$ cat src/rtl/rspa_pkg.sv
package rspa_pkg;

    // default pool size
    localparam int POOL_SLOTS_DEF = 1024;

    // busy bitmap word layout
    localparam int WORD_W = 32;
    localparam int BIT_W  = $clog2(WORD_W);

    // port field widths
    localparam int REL_W   = 11;
    localparam int GRANT_W = 10;
    localparam int FREE_W  = 11;

    // operation codes
    localparam logic OP_ACQUIRE = 1'b0;
    localparam logic OP_RELEASE = 1'b1;

    // result status codes
    typedef enum logic [1:0] {
        ST_GRANTED   = 2'd0,
        ST_EXHAUSTED = 2'd1,
        ST_RELEASED  = 2'd2,
        ST_BAD_INDEX = 2'd3
    } status_t;

    // word search result
    typedef struct packed {
        logic             found;
        logic [BIT_W-1:0] bit_idx;
    } search_res_t;

endpackage

$ cat src/rtl/rspa_ram.sv
module rspa_ram #(
    parameter int WIDTH = 32,
    parameter int DEPTH = 32
) (
    input  logic                                   clk,
    input  logic                                   we,
    input  logic [(DEPTH > 1 ? $clog2(DEPTH) : 1)-1:0] waddr,
    input  logic [WIDTH-1:0]                       wdata,
    input  logic [(DEPTH > 1 ? $clog2(DEPTH) : 1)-1:0] raddr,
    output logic [WIDTH-1:0]                       rdata
);

    logic [WIDTH-1:0] mem [DEPTH];
    logic [WIDTH-1:0] rdata_reg;

    // one write port, one registered read port
    always_ff @(posedge clk)
    begin
        if (we)
        begin
            mem[waddr] <= wdata;
        end
        rdata_reg <= mem[raddr];
    end

    assign rdata = rdata_reg;

endmodule

$ cat src/rtl/rspa_word_search.sv
module rspa_word_search (
    input  logic [rspa_pkg::WORD_W-1:0] data,
    input  logic [rspa_pkg::WORD_W-1:0] mask,
    output rspa_pkg::search_res_t       res
);

    logic [rspa_pkg::WORD_W-1:0] cand;

    // candidate bits are free slots inside the mask
    assign cand = ~data & mask;

    // lowest candidate wins
    always_comb
    begin
        res = '0;
        for (int i = rspa_pkg::WORD_W - 1; i >= 0; i--)
        begin
            if (cand[i])
            begin
                res.found   = 1'b1;
                res.bit_idx = rspa_pkg::BIT_W'(i);
            end
        end
    end

endmodule

$ cat src/rtl/rotating_slot_pool_allocator.sv
// Rotating slot pool allocator.
// Command channel: start, operation, release_slot. A command is taken at a
// rising edge where start is high and busy is low. operation selects acquire
// (first free slot at or after the rotating pointer) or release of one slot.
// Result channel: done pulses for one cycle with status, granted_slot and
// free_slots valid in that same cycle; the receiver must take it then, it
// cannot hold results off.
// Exhausted acquires and out-of-range releases are answered straight from
// idle; a release reads the slot's bitmap word, then clears its bit if set; an
// acquire reads bitmap words from the pointer word on until one holds a free
// slot. busy is high while a release or a granted acquire is served and falls
// as done rises, so one command is in flight at a time. The busy bitmap sits
// in a 32-bit wide RAM that one word search unit reads one word per cycle.
// Reset: busy is held high during a clearing pass that zeroes every bitmap
// word; afterwards every slot is free, the pointer is zero and the free count
// is POOL_SLOTS.
module rotating_slot_pool_allocator #(
    parameter int POOL_SLOTS = rspa_pkg::POOL_SLOTS_DEF
) (
    input  logic                         clk,
    input  logic                         rst_n,
    input  logic                         start,
    output logic                         busy,
    input  logic                         operation,
    input  logic [rspa_pkg::REL_W-1:0]   release_slot,
    output logic                         done,
    output logic [1:0]                   status,
    output logic [rspa_pkg::GRANT_W-1:0] granted_slot,
    output logic [rspa_pkg::FREE_W-1:0]  free_slots
);

    localparam int WORD_W    = rspa_pkg::WORD_W;
    localparam int BIT_W     = rspa_pkg::BIT_W;
    localparam int SLOT_W    = (POOL_SLOTS > 1) ? $clog2(POOL_SLOTS) : 1;
    localparam int CNT_W     = $clog2(POOL_SLOTS + 1);
    localparam int NWORDS    = (POOL_SLOTS + WORD_W - 1) / WORD_W;
    localparam int ADDR_W    = (NWORDS > 1) ? $clog2(NWORDS) : 1;
    localparam int LAST_BITS = POOL_SLOTS - (NWORDS - 1) * WORD_W;
    localparam logic [WORD_W-1:0] LAST_MASK =
        (LAST_BITS == WORD_W) ? '1 : WORD_W'((64'd1 << LAST_BITS) - 64'd1);
    localparam logic [ADDR_W-1:0] LAST_WORD = ADDR_W'(NWORDS - 1);
    localparam logic [SLOT_W-1:0] LAST_SLOT = SLOT_W'(POOL_SLOTS - 1);

    typedef enum logic [1:0] {
        S_CLEAR,
        S_IDLE,
        S_SCAN,
        S_FREE
    } state_t;

    state_t                   state_reg, state_next;
    logic [ADDR_W-1:0]        clr_addr_reg, clr_addr_next;
    logic [SLOT_W-1:0]        ptr_reg, ptr_next;
    logic [CNT_W-1:0]         count_reg, count_next;
    logic [SLOT_W-1:0]        slot_reg, slot_next;
    logic [ADDR_W-1:0]        scan_word_reg, scan_word_next;
    logic                     first_reg, first_next;
    logic                     done_reg, done_next;
    rspa_pkg::status_t        status_reg, status_next;
    logic [rspa_pkg::GRANT_W-1:0] granted_reg, granted_next;
    logic [rspa_pkg::FREE_W-1:0]  free_reg, free_next;

    logic                     accept;
    logic [31:0]              ptr_ext;
    logic [ADDR_W-1:0]        ptr_word;
    logic [BIT_W-1:0]         ptr_bit;
    logic [31:0]              rel_ext;
    logic                     rel_ok;
    logic [31:0]              slot_ext;
    logic [ADDR_W-1:0]        slot_word;
    logic [BIT_W-1:0]         slot_bit;
    logic [WORD_W-1:0]        scan_mask;
    logic [ADDR_W-1:0]        scan_word_inc;
    logic [31:0]              found_ext;
    logic [SLOT_W-1:0]        found_slot;
    logic [31:0]              cnt_ext;
    logic [31:0]              grant_ext;

    logic                     ram_we;
    logic [ADDR_W-1:0]        ram_waddr;
    logic [WORD_W-1:0]        ram_wdata;
    logic [ADDR_W-1:0]        ram_raddr;
    logic [WORD_W-1:0]        ram_rdata;
    rspa_pkg::search_res_t    res;

    assign busy   = (state_reg != S_IDLE);
    assign accept = start && !busy;

    // pointer and release index split into word and bit
    assign ptr_ext   = 32'(ptr_reg);
    assign ptr_word  = ADDR_W'(ptr_ext >> BIT_W);
    assign ptr_bit   = ptr_ext[BIT_W-1:0];
    assign rel_ext   = 32'(release_slot);
    assign rel_ok    = (rel_ext < 32'(POOL_SLOTS));
    assign slot_ext  = 32'(slot_reg);
    assign slot_word = ADDR_W'(slot_ext >> BIT_W);
    assign slot_bit  = slot_ext[BIT_W-1:0];

    // first word starts at the pointer bit, the last word stops at the pool end
    always_comb
    begin
        scan_mask = first_reg ? ({WORD_W{1'b1}} << ptr_bit) : {WORD_W{1'b1}};
        if (scan_word_reg == LAST_WORD)
        begin
            scan_mask = scan_mask & LAST_MASK;
        end
    end

    assign scan_word_inc = (scan_word_reg == LAST_WORD) ? '0 : scan_word_reg + 1'b1;
    assign found_ext     = (32'(scan_word_reg) << BIT_W) | 32'(res.bit_idx);
    assign found_slot    = SLOT_W'(found_ext);

    // busy bitmap
    rspa_ram #(
        .WIDTH (WORD_W),
        .DEPTH (NWORDS)
    ) u_bitmap (
        .clk   (clk),
        .we    (ram_we),
        .waddr (ram_waddr),
        .wdata (ram_wdata),
        .raddr (ram_raddr),
        .rdata (ram_rdata)
    );

    // word search unit for the acquire scan
    rspa_word_search u_search (
        .data (ram_rdata),
        .mask (scan_mask),
        .res  (res)
    );

    // sequencer next state, ram control and result values
    always_comb
    begin
        state_next     = state_reg;
        clr_addr_next  = clr_addr_reg;
        ptr_next       = ptr_reg;
        count_next     = count_reg;
        slot_next      = slot_reg;
        scan_word_next = scan_word_reg;
        first_next     = first_reg;
        done_next      = 1'b0;
        status_next    = status_reg;
        granted_next   = granted_reg;
        ram_we         = 1'b0;
        ram_waddr      = scan_word_reg;
        ram_wdata      = ram_rdata;
        ram_raddr      = scan_word_reg;

        unique case (state_reg)
            S_CLEAR:
            begin
                ram_we    = 1'b1;
                ram_waddr = clr_addr_reg;
                ram_wdata = '0;
                if (clr_addr_reg == LAST_WORD)
                begin
                    state_next = S_IDLE;
                end
                else
                begin
                    clr_addr_next = clr_addr_reg + 1'b1;
                end
            end
            S_IDLE:
            begin
                if (operation == rspa_pkg::OP_ACQUIRE)
                begin
                    ram_raddr = ptr_word;
                end
                else
                begin
                    ram_raddr = ADDR_W'(rel_ext >> BIT_W);
                end
                if (accept)
                begin
                    granted_next = '0;
                    if (operation == rspa_pkg::OP_ACQUIRE)
                    begin
                        if (count_reg == '0)
                        begin
                            done_next   = 1'b1;
                            status_next = rspa_pkg::ST_EXHAUSTED;
                        end
                        else
                        begin
                            state_next     = S_SCAN;
                            scan_word_next = ptr_word;
                            first_next     = 1'b1;
                        end
                    end
                    else if (!rel_ok)
                    begin
                        done_next   = 1'b1;
                        status_next = rspa_pkg::ST_BAD_INDEX;
                    end
                    else
                    begin
                        state_next = S_FREE;
                        slot_next  = SLOT_W'(rel_ext);
                    end
                end
            end
            S_SCAN:
            begin
                if (res.found)
                begin
                    ram_we       = 1'b1;
                    ram_waddr    = scan_word_reg;
                    ram_wdata    = ram_rdata | (WORD_W'(1) << res.bit_idx);
                    count_next   = count_reg - 1'b1;
                    ptr_next     = (found_slot == LAST_SLOT) ? '0 : found_slot + 1'b1;
                    done_next    = 1'b1;
                    status_next  = rspa_pkg::ST_GRANTED;
                    granted_next = rspa_pkg::GRANT_W'(found_ext);
                    state_next   = S_IDLE;
                end
                else
                begin
                    // fetch the next word, wrapping at the pool end
                    ram_raddr      = scan_word_inc;
                    scan_word_next = scan_word_inc;
                    first_next     = 1'b0;
                end
            end
            S_FREE:
            begin
                if (ram_rdata[slot_bit])
                begin
                    ram_we     = 1'b1;
                    ram_waddr  = slot_word;
                    ram_wdata  = ram_rdata & ~(WORD_W'(1) << slot_bit);
                    count_next = count_reg + 1'b1;
                end
                done_next   = 1'b1;
                status_next = rspa_pkg::ST_RELEASED;
                state_next  = S_IDLE;
            end
            default:
            begin
                state_next = S_IDLE;
            end
        endcase
    end

    assign cnt_ext   = 32'(count_next);
    assign free_next = cnt_ext[rspa_pkg::FREE_W-1:0];
    assign grant_ext = 32'(granted_reg);

    // state, counters and registered result
    always_ff @(posedge clk or negedge rst_n)
    begin
        if (!rst_n)
        begin
            state_reg    <= S_CLEAR;
            clr_addr_reg <= '0;
            ptr_reg      <= '0;
            count_reg    <= CNT_W'(POOL_SLOTS);
            done_reg     <= 1'b0;
            first_reg    <= 1'b0;
        end
        else
        begin
            state_reg    <= state_next;
            clr_addr_reg <= clr_addr_next;
            ptr_reg      <= ptr_next;
            count_reg    <= count_next;
            done_reg     <= done_next;
            first_reg    <= first_next;
        end
    end

    // payload registers
    always_ff @(posedge clk)
    begin
        slot_reg      <= slot_next;
        scan_word_reg <= scan_word_next;
        status_reg    <= status_next;
        granted_reg   <= granted_next;
        if (done_next)
        begin
            free_reg <= free_next;
        end
    end

    assign done         = done_reg;
    assign status       = status_reg;
    assign granted_slot = grant_ext[rspa_pkg::GRANT_W-1:0];
    assign free_slots   = free_reg;

`ifndef ASSERT_OFF
    // free count never exceeds the pool
    assert property (@(posedge clk) disable iff (!rst_n)
        32'(count_reg) <= 32'(POOL_SLOTS))
        else $error("free count above pool size");

    // a grant takes exactly one slot from the count
    assert property (@(posedge clk) disable iff (!rst_n)
        (done_reg && status_reg == rspa_pkg::ST_GRANTED)
            |-> (count_reg + CNT_W'(1)) == $past(count_reg))
        else $error("grant did not decrement free count");

    // exhaustion is reported only with no free slot
    assert property (@(posedge clk) disable iff (!rst_n)
        (done_reg && status_reg == rspa_pkg::ST_EXHAUSTED) |-> count_reg == '0)
        else $error("exhausted reported with free slots");

    // a scan never runs with an empty pool
    assert property (@(posedge clk) disable iff (!rst_n)
        (state_reg == S_SCAN) |-> count_reg != '0)
        else $error("scan started on empty pool");
`endif

endmodule

$ cat config.mk
export PLATFORM = sky130hd
export DESIGN_NAME = rotating_slot_pool_allocator
export DESIGN_NICKNAME = d
export VERILOG_FILES = /design/src/rtl/rspa_pkg.sv /design/src/rtl/rspa_ram.sv /design/src/rtl/rspa_word_search.sv /design/src/rtl/rotating_slot_pool_allocator.sv
export SDC_FILE = /design/constraint.sdc
export NUM_CORES = 2
export LEC_CHECK = 0
export BUFFER_PORTS_ARGS = -buffer_cell sky130_fd_sc_hd__buf_2
export CELL_PAD_IN_SITES_DETAIL_PLACEMENT = 0
export CELL_PAD_IN_SITES_GLOBAL_PLACEMENT = 1
export CORE_ASPECT_RATIO = 1.4
export CORE_MARGIN = 8
export CORE_UTILIZATION = 40
export CTS_BUF_LIST = sky130_fd_sc_hd__clkbuf_4 sky130_fd_sc_hd__clkbuf_8
export CTS_CLUSTER_DIAMETER = 150
export DETAILED_ROUTE_END_ITERATION = 8
export PLACE_DENSITY = 0.69
export SLEW_MARGIN = 20
export SYNTH_ARGS = -nofsm -noshare
export SYNTH_HDL_FRONTEND = slang
export SYNTH_SLANG_ARGS = --single-unit
$ cat constraint.sdc
create_clock -name clk -period 5.1 [get_ports clk]
set_input_delay 1.02 -clock clk [delete_from_list [all_inputs] [get_ports clk]]
set_output_delay 1.02 -clock clk [all_outputs]
set_load 0.03 [all_outputs]
# Yosys cells after proc, flatten, opt, wreduce, memory -nomap -nowiden
# Memory sizes are Yosys's and may differ from the RTL's. A register that Yosys moved wholly into a read port is not among the register bits.
# Index checks and enable logic that the tools add are counted.
[word_totals]
ram_bits = 1024
n_memories = 1
reg_bits = 68
inputBits = 15
output_inout_bits = 25
word_cells = 143
[mem_list]
columns = ["name", "depth", "word_bits", "rd", "rd_clocked_by_memory_dff", "wr", "line", "text"]
rows = [
  ["u_bitmap.mem", 32, 32, 1, 1, 1, "rspa_ram.sv:13", "logic [WIDTH-1:0] mem [DEPTH];"],
]
[classes]
shifts = 3
mux = 83
bitwise_logic = 7
eq_ne = 17
n_lt_le_gt_ge = 2
reduce_logical = 14
addsub = 5
[ops]
columns = ["cell", "n"]
rows = [
  ["6-bit 2-to-1 mux", 32],
  ["32-bit 2-to-1 mux", 3],
  ["32-bit case mux with 3 select lines", 1],
  ["32-bit bitwise AND", 2],
  ["32-bit NOT", 2],
  ["1-bit by 5-bit left shift with 32-bit output (first input constant)", 2],
  ["5-bit 2-to-1 mux", 7],
  ["32-bit bitwise OR", 1],
  ["32-bit by 5-bit left shift with 32-bit output (first input constant)", 1],
  ["10-bit 2-to-1 mux", 3],
  ["5-bit case mux with 2 select lines", 3],
  ["11-bit 2-to-1 mux", 2],
  ["2-bit 2-to-1 mux", 11],
  ["11-bit case mux with 2 select lines", 1],
  ["10-bit case mux with 2 select lines", 1],
  ["5-bit AND reduction", 3],
  ["1-bit 2-to-1 mux", 13],
  ["2-bit != test (second input constant)", 6],
  ["3-bit != test (second input constant)", 4],
  ["11-bit by 1-bit adder with 11-bit output (second input constant)", 1],
  ["11-bit logical NOT", 1],
  ["11-bit less-than comparator (second input constant)", 1],
  ["11-bit by 1-bit subtractor with 11-bit output (second input constant)", 1],
  ["10-bit by 1-bit adder with 10-bit output (second input constant)", 1],
  ["22 further kinds", 28],
]

# Longest topological paths before layout
[depth]
word_depth = 39
ltp_mapped = 19
depth_no_buf = 14

# Hierarchy
# A second synthesis with hierarchy kept.
[unflattened]
hier_cells = 2975
area_unflattened_um2 = 46424.5
[by_module_without_submodules]
columns = ["module", "n_inst", "area_each_um2", "cells_each"]
rows = [
  ["rspa_ram", 1, 40492.6, 2260],
  ["rotating_slot_pool_allocator", 1, 5267.6, 610],
  ["rspa_word_search", 1, 664.4, 105],
]

# Worst setup path before layout
# Ideal clock, no wire load.
[synth_timing]
path_kind = "reg2reg"
startpoint = "register slot_reg[0]"
endpoint = "memory u_bitmap.mem[17][0] (enable)"
arrival_ns = 4.899
path_buffers = 3
path_stages_with_launch = 13
setup_slack_ns = -0.220
required_ns = 4.679
path_cell_list = "edfxtp_1 > clkbuf_1 > clkbuf_1 > mux4_2 > mux4_2 > nand2_1 > and2_1 > clkbuf_1 > nor2_1 > a22o_1 > a221o_1 > or3_1 > nor2_1"
[synth_between]
elab_chain_cells = 6
elab_cells_between_ends = 8
cone_classes = "8 x mux"
[synth_lines]
columns = ["element", "line", "text"]
rows = [
  ["from (decl)", "rotating_slot_pool_allocator.sv:55", "logic [SLOT_W-1:0] slot_reg, slot_next;"],
  ["from (signal assigned)", "rotating_slot_pool_allocator.sv:277", "slot_reg <= slot_next;"],
  ["1-bit binary-select mux with 5-bit select (*)", "rotating_slot_pool_allocator.sv:229", "if (ram_rdata[slot_bit])"],
  ["1-bit 2-to-1 mux (implied by the code) (*)", "rotating_slot_pool_allocator.sv:229", ""],
  ["1-bit 2-to-1 mux", "rotating_slot_pool_allocator.sv:229", ""],
  ["1-bit case mux with 3 select lines", "rotating_slot_pool_allocator.sv:151", "unique case (state_reg)"],
  ["1-bit 2-to-1 mux", "rspa_ram.sv:19", "if (we)"],
  ["1-bit 2-to-1 mux (implied by the code)", "rspa_ram.sv:21", "mem[waddr] <= wdata;"],
  ["to (decl)", "rspa_ram.sv:13", ""],
]
# Mark *: on every way between the ends. The rest lies on a longest branch, timed or not. The select of a mux whose other input is x is not followed.

# Worst setup path in the final report
[layout_timing]
startpoint = "register ptr_reg[3]"
endpoint = "register u_bitmap.rdata_reg[24] (netlist: u_bitmap.rdata[24]), read port of u_bitmap.mem"
[layout_between]
elab_chain_cells = 37
[layout_lines]
columns = ["element", "line", "text"]
rows = [
  ["from (decl)", "rotating_slot_pool_allocator.sv:53", "logic [SLOT_W-1:0] ptr_reg, ptr_next;"],
  ["from (signal assigned)", "rotating_slot_pool_allocator.sv:267", "ptr_reg <= ptr_next;"],
  ["32-bit by 5-bit left shift with 32-bit output (*)", "rotating_slot_pool_allocator.sv:102", "scan_mask = first_reg ? ({WORD_W{1'b1}} << ptr_bit) : {WORD_W{1'b1}};"],
  ["32-bit 2-to-1 mux (*)", "rotating_slot_pool_allocator.sv:102", ""],
  ["32-bit bitwise AND (*)", "rspa_word_search.sv:10", "assign cand = ~data & mask;"],
  ["6-bit 2-to-1 mux (31 in series)", "rspa_word_search.sv:18", "if (cand[i])"],
  ["6-bit 2-to-1 mux (*)", "rspa_word_search.sv:18", ""],
  ["5-bit 2-to-1 mux (*)", "-", ""],
  ["5-bit case mux with 2 select lines (*)", "rotating_slot_pool_allocator.sv:151", ""],
  ["to (decl)", "rspa_ram.sv:14", "logic [WIDTH-1:0] rdata_reg;"],
]
# Mark *: on every way between the ends. The rest lies on a longest branch, timed or not.
# A chain may end at the register's enable or synchronous reset.

==> metrics.md <==
| Metric | Value |
|---|---|
| R2R setup slack | `0.23 ns` |
| Post-route ant nets | `0` |
| Final hold viol count | `0` |
| First-pass GRT wire length | `207 mm` |
| Ys Warns | `0` |
| Number of DRC markers in iteration 0 | `2727` |
| Crit path DAT | `5.66 ns` |
| # setup viols final | `0` |
| Critical Path Fanout Max | `22` |
| Pleak | `0.0186 uW` |
| Period minus WS final | `4.87 ns` |
| Starting density of the core | `40.1%` |
| Layout cells sized above 1 | `16.6%` |
| R2r endpoint | `u_bitmap.rdata[24]` |
| Die height | `421 microns` |
| Routed vias | `30.6k` |
| Net switching power | `17300 uW` |
| Final period util | `95.4%` |
| Largest register FFs | `1024` |
| Outcome | `finished, final reports clean` |
| Worst setup path class | `register to register` |
| Gate power share | `46.8%` |
| Initial antenna violation count | `1` |
| Vias in the first global route | `30.2k` |
| Die span in x | `306 microns` |
| Post-synth EDFFs | `1062` |
| Max cap viols | `0` |
| WL/cell | `27.0 microns` |
| Worst endpoint required time | `5.89 ns` |
| CP Cell Sequence | `and3_1 > a21oi_1 > nor4b_2 > nor4b_2 > buf_4 > a21boi_1 > or3_1 > nor3_2 > buf_4 > and3_1 > a31oi_1 > or4b_1` |
| CTS tree | `done` |
| Syn Inst Count | `3488` |
| Top Ports | `40` |
| R2R depth | `12` |
| Clk_skew | `0.0342 ns` |
| PwrDens | `754 nW/um^2` |
| Slew Viols, Final | `0` |
| Setup ws final | `0.234 ns` |
| Top FF cell, synth | `edfxtp_1` |
| Post-synthesis sequential area ratio | `70.9%` |
| CTS buffer count | `164` |
| Clock Tree Root | `clkbuf_8` |
| Via/cell ratio | `5.80` |
| Synth cell types | `90` |
| Internal power | `23200 uW` |
| Row Count | `149` |
| Area delta synth->final | `14.6%` |
| H-tree levels | `4` |
| Switching part of the total | `42.7%` |
| Worst Hold Class | `input port to asynchronous set/reset pin` |
| Routability Congestion | `0.922` |
| Placeable Area | `117000 sq um` |
| Worst-path clk slew | `0.07 ns` |
| Nature of the critical path endpoint | `register` |
| Slowest stage cell on the critical path | `dfrtp_1` |
| CTS Buffer Depth | `3` |
| DP Area | `50500 sq um` |
| Cell family with most CP delay | `simple AND/OR/NAND/NOR gates` |
| Final Cell Area | `53900 sq um` |
| CTS sink count | `1124` |
| RSZ-0062 raised after global routing | `false` |
| Slew @ Worst Pin | `1.09 ns` |
| F_max | `0.206 GHz` |
| DRC viols | `0` |
| Clk pwr share | `18.1%` |
| Total wire length | `142 mm` |
| Worst vdd ir | `625 uV` |
| Crit path largest cell delay | `0.78 ns` |
| Total grt overflow | `0` |
| I/O Buffers | `39` |
| Layout fillers | `10.4k` |
| Largest net degree at the start of global routing | `81` |
| Async SR Flop Fraction | `2.67%` |
| Synthesized Nets | `3520` |
| Crit path launch type | `register` |
| Seq pwr share | `35.1%` |
| DP Wirelength | `84.2 mm` |
| Skew-Pair Late Insertion Delay | `0.87 ns` |
| Max_slew headroom | `26.9%` |
| Mapped Avg Cell Area | `13.5 sq um` |
| Post-CTS Setup Inserts | `0` |
| Place WS | `0.309 ns` |
| Flops & latches, synth | `1124` |
| Nets | `3666` |
| Gr usage total | `21.6%` |
| Die ar. | `129000 sq um` |
| Drt pass-1 iters | `5` |
| Worst path bufs/invs | `2` |
| RR Startpoint | `ptr_reg[3]` |
| Post-Synthesis Cell Area | `47000 sq um` |
## cells in the mapped netlist (all sizes together) (21+ instances only)
cell | instances | area, sq um
a32o | 23 | 230
mux2 | 50 | 563
inv | 68 | 255
a32oi | 24 | 210
a211oi | 26 | 195
dfxtp | 32 | 641
o211ai | 105 | 788
a21boi | 27 | 203
nor2 | 87 | 327
o21ai | 124 | 636
nand3 | 323 | 1620
buf | 91 | 510
clkbuf | 147 | 552
a21oi | 40 | 200
a31oi | 73 | 457
nand2 | 615 | 2310
nand4 | 42 | 263
or4b | 21 | 214
mux2i | 112 | 1120
dfrtp | 29 | 726
edfxtp | 1062 | 31900
and3 | 73 | 457
## area by class of cell
cell class	count	area (sq um)	area share (%)
antenna	2	5.00	0.00929
clock inverter	44	280	0.520
multi-input combinational	2058	12800	23.8
inverter	68	255	0.474
sequential	1124	33300	61.8
clock buffer	258	3060	5.68
timing repair buffer	218	2250	4.18
tap	1510	1890	3.51
## cells by family (layout without fill, tap and decap cells)
group / Yosys count / count (layout) / synth area share (%)
fa+ha+maj: 17 / 17 / 0.453
xor+xnor: 19 / 19 / 0.354
flops: 1124 / 1124 / 70.9
buf+inv: 306 / 588 / 2.80
other cells: 0 / 2 / 0
simple gates: 1260 / 1260 / 12.5
mux: 172 / 172 / 4.06
compound gates: 590 / 590 / 9.00
## cells in the final DEF (no fill, tap or decap), drive strengths merged, types with 10 or more instances in the layout
cell        n
nor3       20
mux2i     112
a32o       23
nand2     615
mux4       10
a32oi      24
edfxtp   1062
nand3     323
or4b       21
a21boi     27
ha         17
xnor2      15
a222oi     20
a22oi      12
buf       218
a31oi      73
and2       17
a21oi      40
and3       73
clkbuf    258
a211oi     26
nand4      42
dfxtp      32
o21ai     124
o211ai    105
o31ai      11
mux2       50
clkinv     33
inv        72
a22o       14
dfrtp      29
a2111oi    20
nor2       87
a21o       10
## worst reg2reg max path, stage by stage, from the launching register on
cell,delay [ns]
dfrtp_1,0.78
and3_1,0.47
a21oi_1,0.16
nor4b_2,0.35
nor4b_2,0.63
buf_4,0.34
a21boi_1,0.17
or3_1,0.53
nor3_2,0.61
buf_4,0.34
and3_1,0.19
a31oi_1,0.04
or4b_1,0.18
## layer usage
metal  track usage [%]  share of wire, %  vias up
met4              10.0               4.8        0
met5                 0                 0        -
met1              25.4                38    15500
met2              38.0                51     1193
li1                  -                 -    13600
met3              3.87               6.4      291
## what timing repair did
item | CTS | global route
resized for setup | 0 | 1
endpoints found under the setup margin | 0 | 1
hold buffers | 0 | 0
## metrics by stage
| stage | utilization [%] | total power [uW] | setup TNS, ns | hold slack, ns | std cells |
|---|---|---|---|---|---|
| finish | 45.9 | 40600 | 0 | 0.229 | 5282 |
| global route | 45.9 | 42500 | 0 | 0.220 | 5281 |
| CTS | 45.9 | 40700 | 0 | 0.187 | 5280 |
| detailed placement | 43.1 | 33400 | 0 | 0.505 | 4978 |
| global placement | 43.1 | 33300 | 0 | 0.496 | 4978 |
| floorplan | - | 25400 | -54.67 | 0.452 | 3488 |
## power groups by stage
stage	Sequential, uW	Clock [uW]	Combinational, uW
final	14300	7340	19000
after global routing	14300	7850	20300
after CTS	14200	7480	19000
after detailed placement	14400	0	19000
after global placement	14400	0	18900
after floorplan	14200	0	11200
## worst max path at each step
stage | startpoint | cells after the start | end | slack (ns)
detailed placement | ptr_reg[3] | 12 | u_bitmap.rdata[12] | 0.31
finish | ptr_reg[3] | 12 | u_bitmap.rdata[24] | 0.23
global route | slot_reg[0] | 10 | u_bitmap.mem[10][30] | 0.12
global placement | ptr_reg[3] | 12 | u_bitmap.mem[26][31] | 0.31
CTS | ptr_reg[3] | 12 | u_bitmap.rdata[12] | 0.28
floorplan | slot_reg[0] | 12 | u_bitmap.mem[17][0] | -0.22
No activity file was read; power rests on OpenSTA's default activity.
